### config.mk
export PLATFORM = sky130hd
export DESIGN_NAME = terrain_alpha_shadow_map_decoder_flat
export DESIGN_NICKNAME = d
export VERILOG_FILES = /design/src/hw/rtl/tasm_pkg.sv /design/src/hw/rtl/tasm_ifs.sv /design/src/hw/rtl/tasm_front.sv /design/src/hw/rtl/tasm_queue.sv /design/src/hw/rtl/tasm_back.sv /design/src/hw/rtl/terrain_alpha_shadow_map_decoder.sv /design/src/flat_wrapper.sv
export VERILOG_INCLUDE_DIRS = /design/src /design/src/hw/rtl
export SDC_FILE = /design/constraint.sdc
export NUM_CORES = 1
export LEC_CHECK = 0
export BUFFER_PORTS_ARGS = -buffer_cell sky130_fd_sc_hd__buf_2
export CORE_ASPECT_RATIO = 0.5
export CORE_MARGIN = 2
export CORE_UTILIZATION = 30
export CTS_BUF_LIST = sky130_fd_sc_hd__clkbuf_4 sky130_fd_sc_hd__clkbuf_8 sky130_fd_sc_hd__clkbuf_16
export CTS_CLUSTER_DIAMETER = 50
export DETAILED_ROUTE_END_ITERATION = 10
export GPL_ROUTABILITY_DRIVEN = 0
export PLACE_DENSITY = 0.46
export SYNTH_ARGS = -nofsm -noshare
export SYNTH_HDL_FRONTEND = slang
export SYNTH_SLANG_ARGS = --single-unit
### constraint.sdc
create_clock -name clk_i -period 6.3 [get_ports clk_i]
set_clock_uncertainty 0.2 [all_clocks]
set_input_delay 0.63 -clock clk_i [delete_from_list [all_inputs] [get_ports clk_i]]
set_output_delay 0.63 -clock clk_i [all_outputs]
set_load 0.05 [all_outputs]
### src/hw/rtl/terrain_alpha_shadow_map_decoder_macros.svh
// Assertion macros shared by the blend map decoder RTL.
// Needs clk_i and rst_ni in the scope of each use.
`ifndef TERRAIN_ALPHA_SHADOW_MAP_DECODER_MACROS_SVH
`define TERRAIN_ALPHA_SHADOW_MAP_DECODER_MACROS_SVH

// Same-cycle implication.
`define TASM_ASSERT(label, ante, cons, msg) \
  label: assert property (@(posedge clk_i) disable iff (!rst_ni) (ante) |-> (cons)) \
    else $error(msg);

// Next-cycle implication.
`define TASM_ASSERT_NEXT(label, ante, cons, msg) \
  label: assert property (@(posedge clk_i) disable iff (!rst_ni) (ante) |=> (cons)) \
    else $error(msg);

`endif

### src/hw/rtl/tasm_pkg.sv
// Package for the blend map decoder: sizes, codes and queue entry types.
// No dependencies.
`timescale 1ns / 1ps

package tasm_pkg;

  localparam int unsigned MAP_PIXELS = 4096;
  localparam int unsigned POS_W      = $clog2(MAP_PIXELS + 1);
  localparam int unsigned IDX_W      = 12;
  localparam int unsigned QDEPTH     = 4;
  localparam int unsigned QPTR_W     = $clog2(QDEPTH);
  localparam int unsigned QCNT_W     = $clog2(QDEPTH + 1);

  localparam logic [7:0] FILL_FLAG   = 8'h80;
  localparam logic [7:0] COUNT_MASK  = 8'h7F;
  localparam logic [7:0] SHADOW_SET  = 8'd85;

  typedef enum logic [1:0] {
    FMT_RLE    = 2'd0,
    FMT_RAW    = 2'd1,
    FMT_NIBBLE = 2'd2,
    FMT_SHADOW = 2'd3
  } fmt_e;

  typedef enum logic [1:0] {
    KIND_RUN,
    KIND_NIBBLE,
    KIND_SHADOW
  } kind_e;

  typedef struct packed {
    logic [IDX_W-1:0] start;
    logic [7:0]       data;
    kind_e            kind;
    logic [6:0]       len;
    logic [2:0]       last_sub;
    logic             done;
  } job_t;

  typedef struct packed {
    logic valid;
    job_t job;
  } push_t;

  typedef struct packed {
    logic valid;
    job_t job;
  } head_t;

  typedef struct packed {
    logic [IDX_W-1:0] pixel_index;
    logic [7:0]       pixel_value;
    logic [6:0]       run_length;
    logic             map_done;
    logic             last_result;
  } res_t;

endpackage

### src/hw/rtl/tasm_ifs.sv
// Channel interfaces: input bytes, decoded runs, format register writes.
// No dependencies.
`timescale 1ns / 1ps

interface tasm_in_if;
  logic       valid;
  logic       ready;
  logic [7:0] in_byte;
  logic       new_map;
  modport source (output valid, in_byte, new_map, input ready);
  modport sink   (input valid, in_byte, new_map, output ready);
endinterface

interface tasm_out_if;
  logic        valid;
  logic        ready;
  logic [11:0] pixel_index;
  logic [7:0]  pixel_value;
  logic [6:0]  run_length;
  logic        map_done;
  logic        last_result;
  modport source (output valid, pixel_index, pixel_value, run_length, map_done,
                  last_result, input ready);
  modport sink   (input valid, pixel_index, pixel_value, run_length, map_done,
                  last_result, output ready);
endinterface

interface tasm_cfg_if;
  logic       valid;
  logic       ready;
  logic [1:0] map_format;
  modport source (output valid, map_format, input ready);
  modport sink   (input valid, map_format, output ready);
endinterface

### src/hw/rtl/tasm_front.sv
// Front end: accepts bytes, tracks map position and run-length header state,
// and pushes one job per byte that yields runs. Uses tasm_pkg, tasm_ifs.
`timescale 1ns / 1ps
`include "terrain_alpha_shadow_map_decoder_macros.svh"

module tasm_front (
  input  logic            clk_i,
  input  logic            rst_ni,
  tasm_in_if.sink         in_i,
  tasm_cfg_if.sink        cfg_i,
  input  logic            q_full_i,
  output tasm_pkg::push_t push_o
);
  import tasm_pkg::*;

  fmt_e             fmt_q, fmt_d;
  logic [POS_W-1:0] pos_q, pos_d;
  logic             expect_q, expect_d;
  logic             fill_q, fill_d;
  logic [6:0]       rem_q, rem_d;

  logic [POS_W-1:0] pos_e, left;
  logic             expect_e, fill_e, full, accept;
  logic [6:0]       rem_e, nominal, adv, hdr_cnt;
  logic             hdr_fill;
  kind_e            kind;

  assign in_i.ready  = !q_full_i;
  assign cfg_i.ready = 1'b1;
  assign accept      = in_i.valid && !q_full_i;

  assign pos_e    = in_i.new_map ? '0 : pos_q;
  assign expect_e = in_i.new_map ? 1'b1 : expect_q;
  assign fill_e   = in_i.new_map ? 1'b0 : fill_q;
  assign rem_e    = in_i.new_map ? 7'd0 : rem_q;
  assign full     = pos_e >= POS_W'(MAP_PIXELS);
  assign left     = POS_W'(MAP_PIXELS) - pos_e;
  assign hdr_cnt  = 7'(in_i.in_byte & COUNT_MASK);
  assign hdr_fill = (in_i.in_byte & FILL_FLAG) != 8'd0;

  always_comb begin
    nominal  = 7'd0;
    kind     = KIND_RUN;
    expect_d = expect_e;
    fill_d   = fill_e;
    rem_d    = rem_e;
    unique case (fmt_q)
      FMT_RLE: begin
        if (expect_e) begin
          if (hdr_cnt != 7'd0 || hdr_fill) begin
            fill_d   = hdr_fill;
            rem_d    = hdr_cnt;
            expect_d = 1'b0;
          end
        end else if (fill_e) begin
          nominal  = rem_e;
          rem_d    = 7'd0;
          expect_d = 1'b1;
        end else begin
          nominal  = 7'd1;
          rem_d    = rem_e - 7'd1;
          expect_d = (rem_d == 7'd0);
        end
      end
      FMT_RAW: begin
        nominal = 7'd1;
      end
      FMT_NIBBLE: begin
        nominal = 7'd2;
        kind    = KIND_NIBBLE;
      end
      FMT_SHADOW: begin
        nominal = 7'd8;
        kind    = KIND_SHADOW;
      end
      default: begin
        nominal = 7'd0;
      end
    endcase
  end

  assign adv = (left < POS_W'(nominal)) ? 7'(left) : nominal;

  always_comb begin
    pos_d             = full ? pos_e : pos_e + POS_W'(adv);
    push_o.valid      = accept && !full && (adv != 7'd0);
    push_o.job.start  = IDX_W'(pos_e);
    push_o.job.data   = in_i.in_byte;
    push_o.job.kind   = kind;
    push_o.job.len    = adv;
    push_o.job.last_sub = (kind == KIND_RUN) ? 3'd0 : 3'(adv - 7'd1);
    push_o.job.done   = (POS_W'(adv) == left);
  end

  always_ff @(posedge clk_i or negedge rst_ni) begin
    if (!rst_ni) begin
      fmt_q    <= FMT_RLE;
      pos_q    <= '0;
      expect_q <= 1'b1;
      fill_q   <= 1'b0;
      rem_q    <= 7'd0;
    end else begin
      if (cfg_i.valid) begin
        fmt_q <= fmt_d;
      end
      if (accept) begin
        pos_q <= pos_d;
        if (!full) begin
          expect_q <= expect_d;
          fill_q   <= fill_d;
          rem_q    <= rem_d;
        end else begin
          expect_q <= expect_e;
          fill_q   <= fill_e;
          rem_q    <= rem_e;
        end
      end
    end
  end

  assign fmt_d = fmt_e'(cfg_i.map_format);

  `TASM_ASSERT(a_pos_bound, 1'b1, pos_q <= POS_W'(MAP_PIXELS), "map position past map end")

endmodule

### src/hw/rtl/tasm_queue.sv
// Job queue between front and back ends, four entries in flops.
// Uses tasm_pkg.
`timescale 1ns / 1ps
`include "terrain_alpha_shadow_map_decoder_macros.svh"

module tasm_queue (
  input  logic            clk_i,
  input  logic            rst_ni,
  input  tasm_pkg::push_t push_i,
  input  logic            pop_i,
  output logic            full_o,
  output tasm_pkg::head_t head_o
);
  import tasm_pkg::*;

  job_t              mem_q [QDEPTH];
  logic [QPTR_W-1:0] wr_q, rd_q;
  logic [QCNT_W-1:0] cnt_q, cnt_d;
  logic              do_pop;

  assign full_o       = (cnt_q == QCNT_W'(QDEPTH));
  assign head_o.valid = (cnt_q != '0);
  assign head_o.job   = mem_q[rd_q];
  assign do_pop       = pop_i && head_o.valid;

  always_comb begin
    cnt_d = cnt_q;
    if (push_i.valid && !do_pop) begin
      cnt_d = cnt_q + QCNT_W'(1);
    end else if (!push_i.valid && do_pop) begin
      cnt_d = cnt_q - QCNT_W'(1);
    end
  end

  always_ff @(posedge clk_i or negedge rst_ni) begin
    if (!rst_ni) begin
      wr_q  <= '0;
      rd_q  <= '0;
      cnt_q <= '0;
    end else begin
      cnt_q <= cnt_d;
      if (push_i.valid) begin
        wr_q <= wr_q + QPTR_W'(1);
      end
      if (do_pop) begin
        rd_q <= rd_q + QPTR_W'(1);
      end
    end
  end

  always_ff @(posedge clk_i) begin
    if (push_i.valid) begin
      mem_q[wr_q] <= push_i.job;
    end
  end

  `TASM_ASSERT(a_cnt_bound, 1'b1, cnt_q <= QCNT_W'(QDEPTH), "queue count past depth")
  `TASM_ASSERT(a_no_overflow, full_o, !push_i.valid || do_pop, "push into full queue")
  `TASM_ASSERT_NEXT(a_cnt_up, push_i.valid && !do_pop, cnt_q == $past(cnt_q) + QCNT_W'(1), "count lost a push")

endmodule

### src/hw/rtl/tasm_back.sv
// Back end: expands the head job into runs behind an output register, one beat
// per cycle while the output is not stalled. Uses tasm_pkg, tasm_ifs.
`timescale 1ns / 1ps
`include "terrain_alpha_shadow_map_decoder_macros.svh"

module tasm_back (
  input  logic            clk_i,
  input  logic            rst_ni,
  input  tasm_pkg::head_t head_i,
  output logic            pop_o,
  tasm_out_if.source      out_o
);
  import tasm_pkg::*;

  logic [2:0] sub_q;
  logic       out_valid_q;
  res_t       out_q, res_d;
  logic       load, last;
  logic [3:0] nib;

  assign load  = head_i.valid && (!out_valid_q || out_o.ready);
  assign last  = (sub_q == head_i.job.last_sub);
  assign pop_o = load && last;
  assign nib   = sub_q[0] ? head_i.job.data[7:4] : head_i.job.data[3:0];

  always_comb begin
    res_d.pixel_index = head_i.job.start + IDX_W'(sub_q);
    res_d.run_length  = 7'd1;
    res_d.map_done    = head_i.job.done && last;
    res_d.last_result = last;
    case (head_i.job.kind)
      KIND_RUN: begin
        res_d.pixel_value = head_i.job.data;
        res_d.run_length  = head_i.job.len;
      end
      KIND_NIBBLE: begin
        res_d.pixel_value = {nib, nib};
      end
      KIND_SHADOW: begin
        res_d.pixel_value = head_i.job.data[sub_q] ? SHADOW_SET : 8'd0;
      end
      default: begin
        res_d.pixel_value = head_i.job.data;
      end
    endcase
  end

  always_ff @(posedge clk_i or negedge rst_ni) begin
    if (!rst_ni) begin
      sub_q       <= 3'd0;
      out_valid_q <= 1'b0;
    end else begin
      if (load) begin
        sub_q       <= last ? 3'd0 : sub_q + 3'd1;
        out_valid_q <= 1'b1;
      end else if (out_o.ready) begin
        out_valid_q <= 1'b0;
      end
    end
  end

  always_ff @(posedge clk_i) begin
    if (load) begin
      out_q <= res_d;
    end
  end

  assign out_o.valid       = out_valid_q;
  assign out_o.pixel_index = out_q.pixel_index;
  assign out_o.pixel_value = out_q.pixel_value;
  assign out_o.run_length  = out_q.run_length;
  assign out_o.map_done    = out_q.map_done;
  assign out_o.last_result = out_q.last_result;

  `TASM_ASSERT(a_sub_bound, head_i.valid, sub_q <= head_i.job.last_sub, "beat index past job")
  `TASM_ASSERT(a_done_last, out_valid_q && out_q.map_done, out_q.last_result, "map done mid byte")

endmodule

### src/hw/rtl/terrain_alpha_shadow_map_decoder.sv
// Terrain blend map decoder top level: front end, job queue, back end.
// Uses tasm_pkg, tasm_ifs, tasm_front, tasm_queue, tasm_back.
//
//   port   dir  beat carries
//   in_i   in   in_byte, new_map
//   cfg_i  in   map_format
//   out_o  out  pixel_index, pixel_value, run_length, map_done, last_result
//
// A byte is taken each cycle while the four-entry job queue has room.
// The back end sends one run per cycle while out_o is not stalled: raw, copy and
// fill bytes yield one run, nibble bytes two, shadow bytes eight; that expansion sets the sustained rate.
// Bytes that yield no run (headers, full map) take no queue slot.
// Reset restores format run-length, position zero and header state.
// An output stall fills the queue, then drops in_i.ready.
`timescale 1ns / 1ps

module terrain_alpha_shadow_map_decoder (
  input  logic       clk_i,
  input  logic       rst_ni,
  tasm_in_if.sink    in_i,
  tasm_cfg_if.sink   cfg_i,
  tasm_out_if.source out_o
);
  import tasm_pkg::*;

  push_t push;
  head_t head;
  logic  q_full, pop;

  tasm_front u_front (
    .clk_i    (clk_i),
    .rst_ni   (rst_ni),
    .in_i     (in_i),
    .cfg_i    (cfg_i),
    .q_full_i (q_full),
    .push_o   (push)
  );

  tasm_queue u_queue (
    .clk_i  (clk_i),
    .rst_ni (rst_ni),
    .push_i (push),
    .pop_i  (pop),
    .full_o (q_full),
    .head_o (head)
  );

  tasm_back u_back (
    .clk_i  (clk_i),
    .rst_ni (rst_ni),
    .head_i (head),
    .pop_o  (pop),
    .out_o  (out_o)
  );

endmodule

### src/flat_wrapper.sv
// flat-port wrapper written by rule: the top's interface ports become plain ports
module terrain_alpha_shadow_map_decoder_flat import tasm_pkg::*;
  (clk_i, rst_ni, in_i_valid, in_i_in_byte, in_i_new_map, in_i_ready, cfg_i_valid, cfg_i_map_format, cfg_i_ready, out_o_valid, out_o_pixel_index, out_o_pixel_value, out_o_run_length, out_o_map_done, out_o_last_result, out_o_ready);
  tasm_in_if in_i_i ();
  tasm_cfg_if cfg_i_i ();
  tasm_out_if out_o_i ();
  input  logic clk_i;
  input  logic rst_ni;
  input wire logic [$bits(in_i_i.valid)-1:0] in_i_valid;
  input wire logic [$bits(in_i_i.in_byte)-1:0] in_i_in_byte;
  input wire logic [$bits(in_i_i.new_map)-1:0] in_i_new_map;
  output wire logic [$bits(in_i_i.ready)-1:0] in_i_ready;
  input wire logic [$bits(cfg_i_i.valid)-1:0] cfg_i_valid;
  input wire logic [$bits(cfg_i_i.map_format)-1:0] cfg_i_map_format;
  output wire logic [$bits(cfg_i_i.ready)-1:0] cfg_i_ready;
  output wire logic [$bits(out_o_i.valid)-1:0] out_o_valid;
  output wire logic [$bits(out_o_i.pixel_index)-1:0] out_o_pixel_index;
  output wire logic [$bits(out_o_i.pixel_value)-1:0] out_o_pixel_value;
  output wire logic [$bits(out_o_i.run_length)-1:0] out_o_run_length;
  output wire logic [$bits(out_o_i.map_done)-1:0] out_o_map_done;
  output wire logic [$bits(out_o_i.last_result)-1:0] out_o_last_result;
  input wire logic [$bits(out_o_i.ready)-1:0] out_o_ready;
  assign in_i_i.valid = in_i_valid;
  assign in_i_i.in_byte = in_i_in_byte;
  assign in_i_i.new_map = in_i_new_map;
  assign in_i_ready = in_i_i.ready;
  assign cfg_i_i.valid = cfg_i_valid;
  assign cfg_i_i.map_format = cfg_i_map_format;
  assign cfg_i_ready = cfg_i_i.ready;
  assign out_o_valid = out_o_i.valid;
  assign out_o_pixel_index = out_o_i.pixel_index;
  assign out_o_pixel_value = out_o_i.pixel_value;
  assign out_o_run_length = out_o_i.run_length;
  assign out_o_map_done = out_o_i.map_done;
  assign out_o_last_result = out_o_i.last_result;
  assign out_o_i.ready = out_o_ready;
  terrain_alpha_shadow_map_decoder u_core (.clk_i(clk_i), .rst_ni(rst_ni), .in_i(in_i_i), .cfg_i(cfg_i_i), .out_o(out_o_i));
endmodule
After elaboration in Yosys (flattened, before gate mapping) --
Memories as Yosys holds them, arrays and structs flattened. Cells that the tools add are included.
Storage, ports and cells: bits in registers 64, RAM bits 132, input port bits 16, output and inout port bits 32, memories 1
Operators by class: add/sub/neg operators 10, magnitude comparators 3, eq/ne operators 8, multiplexer cells 37, reduce and logical (&&, ||, !) cells 25
Memory list:
- u_core.u_queue.mem_q | words 4, width 33, read ports 1, clocked after memory_dff 0, write ports 1, line tasm_queue.sv:16 | job_t mem_q [QDEPTH];
Operator list (number):
- $mux W7 | 10
- $pmux W7 S4 | 1
- $mux W13 | 2
- $mux W1 | 16
- $pmux W8 S2 | 1
- $reduce_bool A7 Y1 | 2
- $add A13 B7 Y13 | 1
- $eq A7 B13 Y1 | 1
- $ge A13 B13 Y1 const B | 1
- $lt A13 B7 Y1 | 1
- $sub A13 B13 Y13 const A | 1
- $add A12 B3 Y12 | 1
- $mux W3 | 4
- $logic_and A1 B1 Y1 | 9
- $logic_not A7 Y1 | 1
- $sub A7 B1 Y7 const B | 1
- $add A3 B1 Y3 const B | 2
- $eq A2 B2 Y1 const B | 3
- $logic_not A2 Y1 | 3
- $sub A3 B1 Y3 const B | 2
- $logic_not A1 Y1 | 5
- $add A2 B1 Y2 const B | 2
- $eq A2 B1 Y1 const B | 2
- $lt A3 B4 Y1 const B | 1
- other kinds (8) | 10

Longest topological paths before layout --
Gate-level depths: netlist of the first run.
depth after elaboration 12, gate-level depth with buffers 28, gate-level depth less buffers 25

Cells and area by module --
Synthesis of the first run repeated with hierarchy kept, for this count alone.
Unflattened totals: cell total of the unflattened synthesis 702, area, all modules 9623.0 um^2
Modules (own cells, without submodules):
- tasm_queue | times used 1, cells an instance 207, area an instance 5210.0 um^2
- tasm_front | times used 1, cells an instance 350, area an instance 2692.6 um^2
- tasm_back | times used 1, cells an instance 145, area an instance 1720.4 um^2

Worst setup path before layout of the first run --
Ideal clock, no wire load.
kind input to register, start input port in_i_new_map, end memory u_core.u_queue.mem_q[1][0] (netlist bit), enable pin, setup time 432 ps, data arrival time 6372 ps, required time 5668 ps, setup slack -704 ps, cell stages on the path 21, buffers on the path 3, cell sequence inv_1 > buf_1 > nand2_1 > ha_1 > buf_2 > or3b_1 > a221oi_2 > ha_1 > nand2_1 > o21ai_0 > or3_1 > o221ai_1 > nand3_1 > buf_2 > mux2i_1 > ha_1 > inv_1 > nor4_1 > a21o_1 > or4_4 > a21boi_1
Between the ends: word-level cells in the longest chain between the ends 10
Ends and longest elaborated chain:
- start: declaration | line flat_wrapper.sv:11 | input wire logic [$bits(in_i_i.new_map)-1:0] in_i_new_map;
- parallel branches: the longest is 7 deep, another holds $sub A13 B13 Y13
- $logic_and A1 B1 Y1 (*) | line tasm_front.sv:86 | push_o.valid = accept && !full && (adv != 7'd0);
- $mux W1 (*) | line tasm_queue.sv:52 | if (push_i.valid) begin
- $mux W1 (implied by the code) (*) | line tasm_queue.sv:53 | mem_q[wr_q] <= push_i.job;
- end: declaration | line tasm_queue.sv:16
Mark *: on every way between the ends.

==> results.py, run 1 <==
metrics = {
    "timing": {
        "final.period_utilization_pct": 91.41,
        "tns_ns": 0,
        "rsz0062_at_grt": "no",
        "setup_viol": 0,
        "setup_ws_ns": 0.5411,
        "hold_violations": 0,
        "worst_pin_slew_ns": 1.174,
        "fmax_ghz": 0.1736,
        "relSlewSlack_pct": 20.91,
        "min_period_ns": 5.759,
        "finalMaxSlewViolations": 0,
    },
    "global_route": {
        "track_usage_pct": 14.27,
        "grt_pass1_vias": 5989,
        "grt_max_degree": 36,
        "grt_pass1_wl_um": 36110,
        "grt-ovfl-total": 0,
        "antenna_found_initial": 0,
    },
    "power": {
        "seq_power_share_pct": 37.1,
        "p_comb_share_pct": 42.8,
        "p_switching_mw": 2.208,
        "clkPwrFrac_pct": 20.1,
        "ir_drop_mv": 0.1976,
        "p_int_mw": 3.197,
        "switching_share_pct": 40.85,
        "p_per_area_nw_per_um2": 485.6,
        "power.static_leakage_nw": 4.115,
    },
    "cells_and_area": {
        "final_cell_mix": "edfxtp_1, nand2_1, buf_2, mux4_2",
        "drive_gt1_share_pct": 21.89,
        "final_nets": 808,
        "syn_to_final_growth_pct": 15.91,
        "final_common_cell": "edfxtp_1",
        "antenna_cells": 0,
    },
    "route": {
        "routed_wl_um": 23070,
        "drt_first_pass_iters": 5,
        "route.detailed.drc": 0,
        "drt_iter0_markers": 431,
        "vias_per_cell": 5.039,
        "drt-wirelength-per-cell_um": 19.16,
        "final_antenna_net_count": 0,
        "via_count": 6067,
    },
    "placed_design": {
        "pre_cts_slack_ns": 0.2324,
        "hpwl_um": 16260,
        "port_buffers": 46,
    },
    "clocking": {
        "cts_tree": "yes",
        "clockBufferDepth": 2,
        "cts_sinks": 196,
        "clkLatencyLatePin_ns": 0.44,
        "post_cts_resized": 0,
        "cts_setup_buffers": 0,
        "cts_buffers": 17,
        "holdBufCountCts": 0,
        "cts-root-buf": "clkbuf_16",
        "cts_max_level": 4,
        "clkTransAtPathRegs_ns": 0.07,
    },
    "yosys": {
        "synthArstFlopShare_pct": 17.86,
        "synth_cell_types": 77,
        "yosysSeqAreaShare_pct": 59.48,
        "yosysWarningCount": 0,
        "yosys.area.top_type": "edfxtp_1",
        "syn_inst": 697,
        "synth-main-ff-cell": "edfxtp_1",
        "synth_top_cell_area_share_pct": 50.35,
        "synth-edff-count": 161,
        "synth-seq-cells": 196,
        "synth_area_um2": 9603,
        "syn_nets": 746,
        "syn_avg_cell_area_um2": 13.78,
        "synth.area.top_cells": "edfxtp_1, dfrtp_1, mux4_2",
    },
    "die": {
        "core_um2": 31600,
        "die_w_um": 257.0,
        "num_rows": 46,
        "initial_utilization_pct": 30.39,
        "pin_count": 48,
        "die_h_um": 130.5,
        "die_area_um2": 33540,
    },
    "critical_path": {
        "r2r-end": "u_core.u_queue.cnt_q[2]$_DFFE_PN0P_",
        "path_max_fanout": 10,
        "arrival_ns": 5.92,
        "reg2reg_slack_ns": 0.54,
        "endpoint_kind": "flip-flop",
        "rr_worst_depth": 25,
        "crit_required_ns": 6.46,
        "crit_type": "flip-flop to flip-flop",
        "start_kind": "flip-flop",
        "r2r_start": "u_core.u_front.pos_q[1]$_DFFE_PN0P_",
    },
    "run": {
        "drv_cap": 0,
    },
    "run_status": {
        "status": "finished clean",
    },
    "hold_path": {
        "hold_path_class": "input port to asynchronous set/reset pin",
    },
}
[worst max-delay path by stage]
stage / startpoint / endpoint / cells after the start
after floorplan: in_i_new_map / u_core.u_queue.mem_q[0][0]$_DFFE_PP_ / 21
after global placement: in_i_new_map / u_core.u_queue.cnt_q[2]$_DFFE_PN0P_ / 27
after detailed placement: in_i_new_map / u_core.u_queue.cnt_q[2]$_DFFE_PN0P_ / 27
after CTS: u_core.u_front.pos_q[0]$_DFFE_PN0P_ / u_core.u_queue.cnt_q[2]$_DFFE_PN0P_ / 25
after global routing: u_core.u_front.pos_q[1]$_DFFE_PN0P_ / u_core.u_queue.cnt_q[1]$_DFFE_PN0P_ / 23
final: u_core.u_front.pos_q[1]$_DFFE_PN0P_ / u_core.u_queue.cnt_q[2]$_DFFE_PN0P_ / 25
[registers in the layout, indices dropped and copies added, names as in the netlist]
| signal | count |
|---|---|
| u_core.u_back.out_o.last_result | 1 |
| u_core.u_queue.cnt_q | 3 |
| u_core.u_front.fill_q | 1 |
| u_core.u_back.sub_q | 3 |
| u_core.u_back.out_o.map_done | 1 |
| u_core.u_queue.mem_q | 132 |
| u_core.u_queue.rd_q | 2 |
| u_core.u_back.out_o.pixel_index | 12 |
| u_core.u_queue.wr_q | 2 |
| u_core.u_back.out_o.pixel_value | 8 |
| u_core.u_back.out_o.run_length | 7 |
| u_core.u_front.rem_q | 7 |
| u_core.u_front.pos_q | 13 |
| u_core.u_front.fmt_q | 2 |
| u_core.u_back.out_o.valid | 1 |
| u_core.u_front.expect_q | 1 |
[critical path, stage by stage, from the launching register on]
cell,delay (ns)
dfrtp_1,0.47
nand2_1,0.13
ha_1,0.16
buf_4,0.17
inv_1,0.08
xnor2_1,0.36
inv_1,0.16
ha_1,0.34
a21oi_1,0.14
o21ai_0,0.10
or3_1,0.34
o221ai_1,0.23
nand3_1,0.30
mux2i_1,0.20
ha_1,0.26
inv_1,0.08
nor4_1,0.08
a21o_1,0.24
or4_4,0.51
nand2_1,0.11
ha_1,0.18
inv_1,0.06
fa_1,0.37
xor2_1,0.17
nor2_1,0.11
xor2_1,0.15
[power groups by stage]
stage | sequential [mW] | clock [mW] | combinational [mW]
6_report | 2.00 | 1.09 | 2.31
5_1_grt | 2.05 | 1.17 | 2.53
4_1_cts | 2.01 | 1.12 | 2.34
3_5_place_dp | 2.04 | 0 | 2.33
3_3_place_gp | 2.03 | 0 | 2.33
2_1_floorplan | 2.26 | 0 | 1.46
[Yosys cell counts (4+ instances only)]
cell type and number:
a31oi_1 4, xor2_1 13, a21oi_1 24, o21ai_0 30, a22oi_1 7, ha_1 30, xnor2_1 18, mux2i_1 8
a21boi_1 4, nand2b_1 6, dfrtp_1 34, and2_1 10, mux4_2 35, buf_2 6, o22ai_1 5, and3_1 8
nor2_1 28, o2bb2ai_1 7, nand2_1 53, nand4_1 7, or4_1 5, a211oi_1 4, a221o_1 4, inv_1 33
a21o_1 7, edfxtp_1 161, clkbuf_1 15, nand3_1 12, mux2_2 8, nor3_1 16, nor4_1 5, nor2b_1 13
buf_1 4
[layer usage]
metal | global-route usage [%] | wire (um) | vias to the layer above
met1 | 20.88 | 11770 | 3086
met2 | 21.88 | 10090 | 129
met3 | 2.778 | 961 | 22
met5 | 0 | 0 | -
li1 | - | - | 2830
met4 | 3.454 | 240 | 0
[cells by family (layout without fill, tap and decap cells)]
family,after synthesis,after routing,synth area share [%]
DFF,196,196,59.48
AOI/OAI and AO/OA,137,137,10.23
buffers and inverters,64,139,2.697
xor gates and xnor gates,31,31,2.827
adders and majority gates,33,33,4.534
other,1,1,0.03905
and+or+nand+nor,184,184,10.22
muxes,51,51,9.981
[through the flow]
| step | power [mW] | instances | util, % | cell area (um^2) | hold WS [ns] |
|---|---|---|---|---|---|
| after floorplan | 3.719 | 697 | - | 9618 | 0.1344 |
| after global placement | 4.358 | 1172 | 33.34 | 10540 | 0.2682 |
| after detailed placement | 4.365 | 1172 | 33.34 | 10540 | 0.2892 |
| after CTS | 5.462 | 1204 | 35.23 | 11130 | 0.06360 |
| after global routing | 5.746 | 1204 | 35.23 | 11130 | 0.07951 |
| final | 5.405 | 1204 | 35.23 | 11130 | 0.05798 |
[area by class of cell]
type                       count  area [um^2]
fill                        3019        20470
sequential                   196         5713
multi-input combinational    437         3679
tap                          432        540.5
timing repair buffer          71        467.9
clock buffer                  17        425.4
clock inverter                15        170.2
inverter                      36        135.1
No activity file was read; power rests on OpenSTA's default activity.
==> inputs of run 2 (changes only) <==
--- a/config.mk
+++ b/config.mk
@@ -9,12 +9,12 @@
 export BUFFER_PORTS_ARGS = -buffer_cell sky130_fd_sc_hd__buf_2
 export CORE_ASPECT_RATIO = 0.5
 export CORE_MARGIN = 2
-export CORE_UTILIZATION = 30
+export CORE_UTILIZATION = 55
 export CTS_BUF_LIST = sky130_fd_sc_hd__clkbuf_4 sky130_fd_sc_hd__clkbuf_8 sky130_fd_sc_hd__clkbuf_16
 export CTS_CLUSTER_DIAMETER = 50
 export DETAILED_ROUTE_END_ITERATION = 10
 export GPL_ROUTABILITY_DRIVEN = 0
-export PLACE_DENSITY = 0.46
+export PLACE_DENSITY = 0.76
 export SYNTH_ARGS = -nofsm -noshare
 export SYNTH_HDL_FRONTEND = slang
 export SYNTH_SLANG_ARGS = --single-unit
==> run 2 against run 1 <==
  * Maximum frequency about the same
  * Final cell count shrank 17%
  * Critical path depth shrank 2
  * Non-clock buffer count is 7 lower
  * Sequential share of layout area is 1.6 points higher
  * Wire length fell by 7.9%
  * Critical path type unchanged
==> results.py, run 2 (synthesis gave the netlist of run 1 again) <==
metrics = {
    "cells_and_area": {
        "final_cell_mix": "edfxtp_1, nand2_1, buf_2, mux4_2",
        "fillers": 1239,
        "top_register": "u_core.u_queue.mem_q",
        "fin_util_pct": 62.66,
        "largest_reg_flops": 132,
        "final_nets": 801,
        "drive_gt1_share_pct": 21.18,
        "antenna_cells": 0,
        "syn_to_final_growth_pct": 12.42,
        "final_common_cell": "edfxtp_1",
    },
    "critical_path": {
        "reg2reg_slack_ns": 0.54,
        "critPathCapture": "u_core.u_queue.cnt_q[1]$_DFFE_PN0P_",
        "path_max_fanout": 10,
        "r2r-end": "u_core.u_queue.cnt_q[1]$_DFFE_PN0P_",
        "arrival_ns": 5.87,
        "slowest_stage": "nor4_1",
        "max_stage_delay_ns": 0.50,
        "crit_start": "u_core.u_front.pos_q[1]$_DFFE_PN0P_",
        "crit_type": "flip-flop to flip-flop",
        "cp.depth": 23,
        "crit_required_ns": 6.41,
        "endpoint_kind": "flip-flop",
        "start_kind": "flip-flop",
        "path_cells": "nand2_1, ha_1, buf_4, inv_1, xnor2_1, inv_1, ha_1, a21oi_1, o21ai_0, or3_1, o221ai_1, nand3_1, mux2i_1, ha_1, inv_1, nor4_1, a21o_1, or4_4, nand2_1, ha_1, inv_1, fa_1, mux2_2",
        "r2r_start": "u_core.u_front.pos_q[1]$_DFFE_PN0P_",
        "rr_worst_depth": 23,
        "crit_buf_inv": 5,
        "cpLargestDelayFamily": "simple AND/OR/NAND/NOR gates",
    },
    "timing": {
        "worst_pin_slew_ns": 1.058,
        "setup_ws_ns": 0.5427,
        "rsz0062_at_grt": "no",
        "relSlewSlack_pct": 27.67,
        "hold-worst-slack_ns": 0.1141,
        "setup_viol": 0,
        "hold_violations": 0,
        "fmax_ghz": 0.1737,
        "min_period_ns": 5.757,
        "final.period_utilization_pct": 91.39,
        "finalMaxSlewViolations": 0,
    },
    "global_route": {
        "track_usage_pct": 24.00,
        "grt_max_degree": 36,
        "grt_pass1_wl_um": 33550,
        "grt-ovfl-total": 0,
        "antenna_found_initial": 0,
        "grt_pass1_vias": 5893,
    },
    "clocking": {
        "clkTransAtPathRegs_ns": 0.08,
        "clkLatencyLatePin_ns": 0.43,
        "cts_tree": "yes",
        "clockBufferDepth": 2,
        "holdBufCountCts": 0,
        "cts_buffers": 17,
        "cts_setup_buffers": 0,
        "cts-root-buf": "clkbuf_16",
        "cts_max_level": 4,
        "post_cts_resized": 0,
        "cts_sinks": 196,
    },
    "route": {
        "drt_first_pass_iters": 6,
        "routed_wl_um": 21250,
        "via_count": 6203,
        "route.detailed.drc": 0,
        "drt-wirelength-per-cell_um": 21.27,
        "drt_iter0_markers": 610,
        "vias_per_cell": 6.209,
        "final_antenna_net_count": 0,
    },
    "run_status": {
        "status": "finished clean",
    },
    "die": {
        "die_h_um": 97.44,
        "pin_count": 48,
        "num_rows": 34,
        "initial_utilization_pct": 55.74,
        "core_um2": 17230,
        "die_w_um": 190.9,
        "die_area_um2": 18600,
    },
    "power": {
        "p_int_mw": 3.184,
        "switching_share_pct": 40.43,
        "p_switching_mw": 2.161,
        "power_mw": 5.346,
        "p_per_area_nw_per_um2": 495.2,
        "ir_drop_mv": 0.3489,
        "seq_power_share_pct": 37.5,
        "p_comb_share_pct": 42.2,
        "power.static_leakage_nw": 4.069,
        "clkPwrFrac_pct": 20.3,
    },
    "placed_design": {
        "hpwl_um": 14290,
        "port_buffers": 46,
        "pre_cts_slack_ns": 0.2909,
    },
    "run": {
        "drv_cap": 0,
    },
    "hold_path": {
        "hold_path_class": "input port to asynchronous set/reset pin",
    },
}
## run 2: cell type report
class | instances | area (um^2) | area share (%)
clock buffer | 17 | 425.4 | 3.941
clock inverter | 15 | 186.4 | 1.727
inverter | 36 | 135.1 | 1.252
multi-input combinational | 437 | 3677 | 34.06
sequential | 196 | 5713 | 52.92
tap | 234 | 292.8 | 2.712
timing repair buffer | 64 | 365.4 | 3.384
## run 2: power by group through the flow
stage	clock network (mW)	registers, mW	logic (mW)
floorplan	0	2.26	1.46
global placement	0	2.01	2.19
detailed placement	0	2.03	2.23
CTS	1.10	2.00	2.25
global route	1.16	2.04	2.46
finish	1.09	2.01	2.25
## run 2: per-stage QoR
stage	TNS, ns	std cells	area (um^2)
floorplan	-3.387	697	9618
global placement	0	967	10180
detailed placement	0	967	10180
CTS	0	999	10800
global route	0	999	10800
finish	0	999	10800
## run 2: worst reg2reg max path, delay by kind of cell (launching register included)
family	cells	cell delay, ns
multiplexers	2	0.52
XOR/XNOR	1	0.36
AO/OA/AOI/OAI	4	0.66
AND/OR/NAND/NOR	6	1.56
adder cells (fa/ha/maj)	5	1.35
flip-flops	1	0.46
buffers and inverters	5	0.55
## run 2: how the worst min path moves through the flow
stage                                           from  cells after the start                                     to
3_3_place_gp     u_core.u_queue.cnt_q[2]$_DFFE_PN0P_                      1    u_core.u_queue.cnt_q[2]$_DFFE_PN0P_
2_1_floorplan                                 rst_ni                      0  u_core.u_back.out_o.valid$_DFFE_PN0P_
3_5_place_dp   u_core.u_back.out_o.valid$_DFFE_PN0P_                      2  u_core.u_back.out_o.valid$_DFFE_PN0P_
5_1_grt                                       rst_ni                      1      u_core.u_front.fill_q$_DFFE_PN0P_
6_report                                      rst_ni                      1    u_core.u_front.rem_q[0]$_DFFE_PN0P_
4_1_cts                                       rst_ni                      1    u_core.u_front.rem_q[0]$_DFFE_PN0P_
## run 2: layer usage
metal	part of all wire, %	GRT usage (%)
met2	46	35.98
met3	7.8	4.586
met4	0.97	5.069
met1	45	36.76
met5	0	0
==> inputs of run 3 (changes only) <==
--- a/config.mk
+++ b/config.mk
@@ -6,6 +6,7 @@
 export SDC_FILE = /design/constraint.sdc
 export NUM_CORES = 1
 export LEC_CHECK = 0
+export ABC_AREA = 1
 export BUFFER_PORTS_ARGS = -buffer_cell sky130_fd_sc_hd__buf_2
 export CORE_ASPECT_RATIO = 0.5
 export CORE_MARGIN = 2
@@ -14,6 +15,7 @@
 export CTS_CLUSTER_DIAMETER = 50
 export DETAILED_ROUTE_END_ITERATION = 10
 export GPL_ROUTABILITY_DRIVEN = 0
+export GPL_TIMING_DRIVEN = 0
 export PLACE_DENSITY = 0.76
 export SYNTH_ARGS = -nofsm -noshare
 export SYNTH_HDL_FRONTEND = slang
==> run 3 against run 2 <==
  * Critical path depth is 3 higher
  * Power is 4.4% higher
  * Highest routed layer unchanged
  * Critical path type is now input port to flip-flop
  * Final area is 0.42% higher
==> results.py, run 3 <==
metrics = {
    "run_status": {
        "status": "finished clean",
    },
    "yosys": {
        "synth_cell_types": 51,
        "syn_nets": 966,
        "synth-edff-count": 161,
        "synth-compound-area-share_pct": 10.54,
        "yosysSeqAreaShare_pct": 59.87,
        "synth-seq-cells": 196,
        "synth.area.top_cells": "edfxtp_1, dfrtp_1, nand2_1",
        "synth_commonest_cells": "nand2_1, edfxtp_1, nor2_1, inv_1, o21ai_0",
        "synth_area_um2": 9540,
        "synth-simple-area-share_pct": 16.66,
        "yosysWarningCount": 0,
        "synthArstFlopShare_pct": 17.86,
        "syn_inst": 917,
        "synthXorXnorAreaFrac_pct": 3.384,
        "synth-main-ff-cell": "edfxtp_1",
        "synthMuxAreaShare_pct": 0,
        "synth.most_common_cell": "nand2_1",
        "syn_avg_cell_area_um2": 10.40,
        "synth_top_family_by_area": "simple AND/OR/NAND/NOR gates",
        "synth_top_cell_area_share_pct": 50.68,
        "yosys.area.top_type": "edfxtp_1",
        "synthAdderAreaFrac_pct": 4.564,
    },
    "power": {
        "ir_drop_mv": 0.3458,
        "p_int_mw": 3.102,
        "p_per_area_nw_per_um2": 514.7,
        "p_comb_share_pct": 45.4,
        "clkPwrFrac_pct": 19.8,
        "switching_share_pct": 44.41,
        "p_switching_mw": 2.478,
        "power_mw": 5.580,
        "power.static_leakage_nw": 4.466,
        "seq_power_share_pct": 34.7,
    },
    "cells_and_area": {
        "final_common_cell": "nand2_1",
        "top_register": "u_core.u_queue.mem_q",
        "fin_util_pct": 64.99,
        "final_cell_mix": "nand2_1, edfxtp_1, nor2_1, inv_1, o21ai_0",
        "drive_gt1_share_pct": 12.50,
        "largest_reg_flops": 132,
        "syn_to_final_growth_pct": 13.63,
        "final_nets": 1036,
        "antenna_cells": 0,
    },
    "critical_path": {
        "path_max_fanout": 10,
        "crit_start": "in_i_new_map",
        "reg2reg_slack_ns": 1.11,
        "rr_worst_depth": 24,
        "r2r-end": "u_core.u_queue.cnt_q[1]$_DFFE_PN0P_",
        "start_kind": "input port",
        "endpoint_kind": "flip-flop",
        "crit_required_ns": 6.43,
        "arrival_ns": 5.47,
        "r2r_start": "u_core.u_front.pos_q[1]$_DFFE_PN0P_",
        "crit_type": "input port to flip-flop",
    },
    "route": {
        "route.detailed.drc": 0,
        "drt_first_pass_iters": 5,
        "vias_per_cell": 5.639,
        "via_count": 6919,
        "final_antenna_net_count": 0,
        "drt_iter0_markers": 1010,
        "drt-wirelength-per-cell_um": 17.46,
        "routed_wl_um": 21430,
    },
    "clocking": {
        "clkTransAtPathRegs_ns": 0.08,
        "clkLatencyLatePin_ns": 0.45,
        "cts_sinks": 196,
        "cts_buffers": 17,
        "post_cts_resized": 0,
        "cts-root-buf": "clkbuf_16",
        "cts_setup_buffers": 0,
        "cts_tree": "yes",
        "cts_max_level": 4,
        "clockBufferDepth": 2,
        "holdBufCountCts": 0,
    },
    "timing": {
        "min_period_ns": 5.345,
        "hold-worst-slack_ns": 0.1115,
        "finalMaxSlewViolations": 0,
        "worst_pin_slew_ns": 0.8869,
        "relSlewSlack_pct": 40.88,
        "fmax_ghz": 0.1871,
        "rsz0062_at_grt": "no",
        "final.period_utilization_pct": 84.84,
        "setup_viol": 0,
        "hold_violations": 0,
    },
    "run": {
        "drv_cap": 0,
    },
    "die": {
        "die_h_um": 97.13,
        "initial_utilization_pct": 57.19,
        "pin_count": 48,
        "die_area_um2": 18480,
        "num_rows": 33,
        "die_w_um": 190.3,
        "core_um2": 16680,
    },
    "global_route": {
        "track_usage_pct": 24.44,
        "grt_pass1_vias": 6565,
        "grt-ovfl-total": 0,
        "grt_max_degree": 36,
        "antenna_found_initial": 0,
        "grt_pass1_wl_um": 34210,
    },
    "placed_design": {
        "port_buffers": 46,
        "hpwl_um": 15400,
    },
    "hold_path": {
        "hold_path_class": "input port to asynchronous set/reset pin",
    },
}
## run 3: cells by family after synthesis
group / after synthesis
DFF: 196
other: 1
and+or+nand+nor: 356
buffers and inverters: 120
AOI/OAI and AO/OA: 175
xor gates and xnor gates: 36
adders and majority gates: 33
## run 3: cell type report
type                    instances  area [um^2]
clock inverters                15        192.7
repair buffers                 51        352.8
inverters                      91        341.6
flip-flops and latches        196         5712
multi-input cells             601         3402
fillers                      1255         5841
plain buffers                  29        130.1
clock buffers                  17        425.4
well taps                     227        284.0
## run 3: worst max-delay path, stage by stage
cell      delay (ns)
buf_2           0.14
inv_2           0.15
nand2_1         0.18
ha_1            0.28
or2_2           0.30
nand2_1         0.14
inv_1           0.07
ha_1            0.31
a21oi_1         0.17
nor2_1          0.06
nor3_1          0.13
nand2_1         0.11
nand4_2         0.22
nand3_4         0.13
buf_6           0.17
o21ai_0         0.46
ha_1            0.27
a21boi_1        0.25
nand3_2         0.16
nand2_4         0.18
inv_1           0.12
ha_1            0.19
inv_1           0.10
fa_1            0.42
nor2_1          0.10
a21oi_1         0.04
## run 3: power by group through the flow
stage	clock network [mW]	logic [mW]	registers (mW)
after floorplan	0	1.49	2.30
after global placement	0	2.38	1.97
after detailed placement	0	2.51	1.97
after CTS	1.12	2.52	1.94
after global routing	1.16	2.81	1.97
final	1.11	2.54	1.94
## run 3: metrics by stage
step | worst slack, ns | std cells | instance area, um^2 | TNS [ns]
floorplan | 0.9297 | 917 | 9540 | 0
global placement | -0.8378 | 1190 | 10050 | -108.42
detailed placement | 0.5777 | 1195 | 10220 | 0
CTS | 0.9816 | 1227 | 10840 | 0
global route | 0.6093 | 1227 | 10840 | 0
finish | 0.9550 | 1227 | 10840 | 0
## run 3: worst max path at each step
stage	cells after the start	slack [ns]	endpoint
6_report	26	0.95	u_core.u_queue.cnt_q[1]$_DFFE_PN0P_
5_1_grt	27	0.61	u_core.u_queue.cnt_q[2]$_DFFE_PN0P_
4_1_cts	26	0.98	u_core.u_queue.cnt_q[1]$_DFFE_PN0P_
3_5_place_dp	26	0.58	u_core.u_queue.cnt_q[1]$_DFFE_PN0P_
3_3_place_gp	22	-0.84	u_core.u_queue.mem_q[1][20]$_DFFE_PP_
2_1_floorplan	21	0.93	u_core.u_queue.mem_q[0][0]$_DFFE_PP_
## run 3: metal layers
layer	up-vias	track usage [%]	part of all wire, %
li1	3306	-	-
met1	3264	34.94	43
met2	323	37.82	45
met3	26	4.948	10
met4	0	7.931	1.7
met5	-	0	0
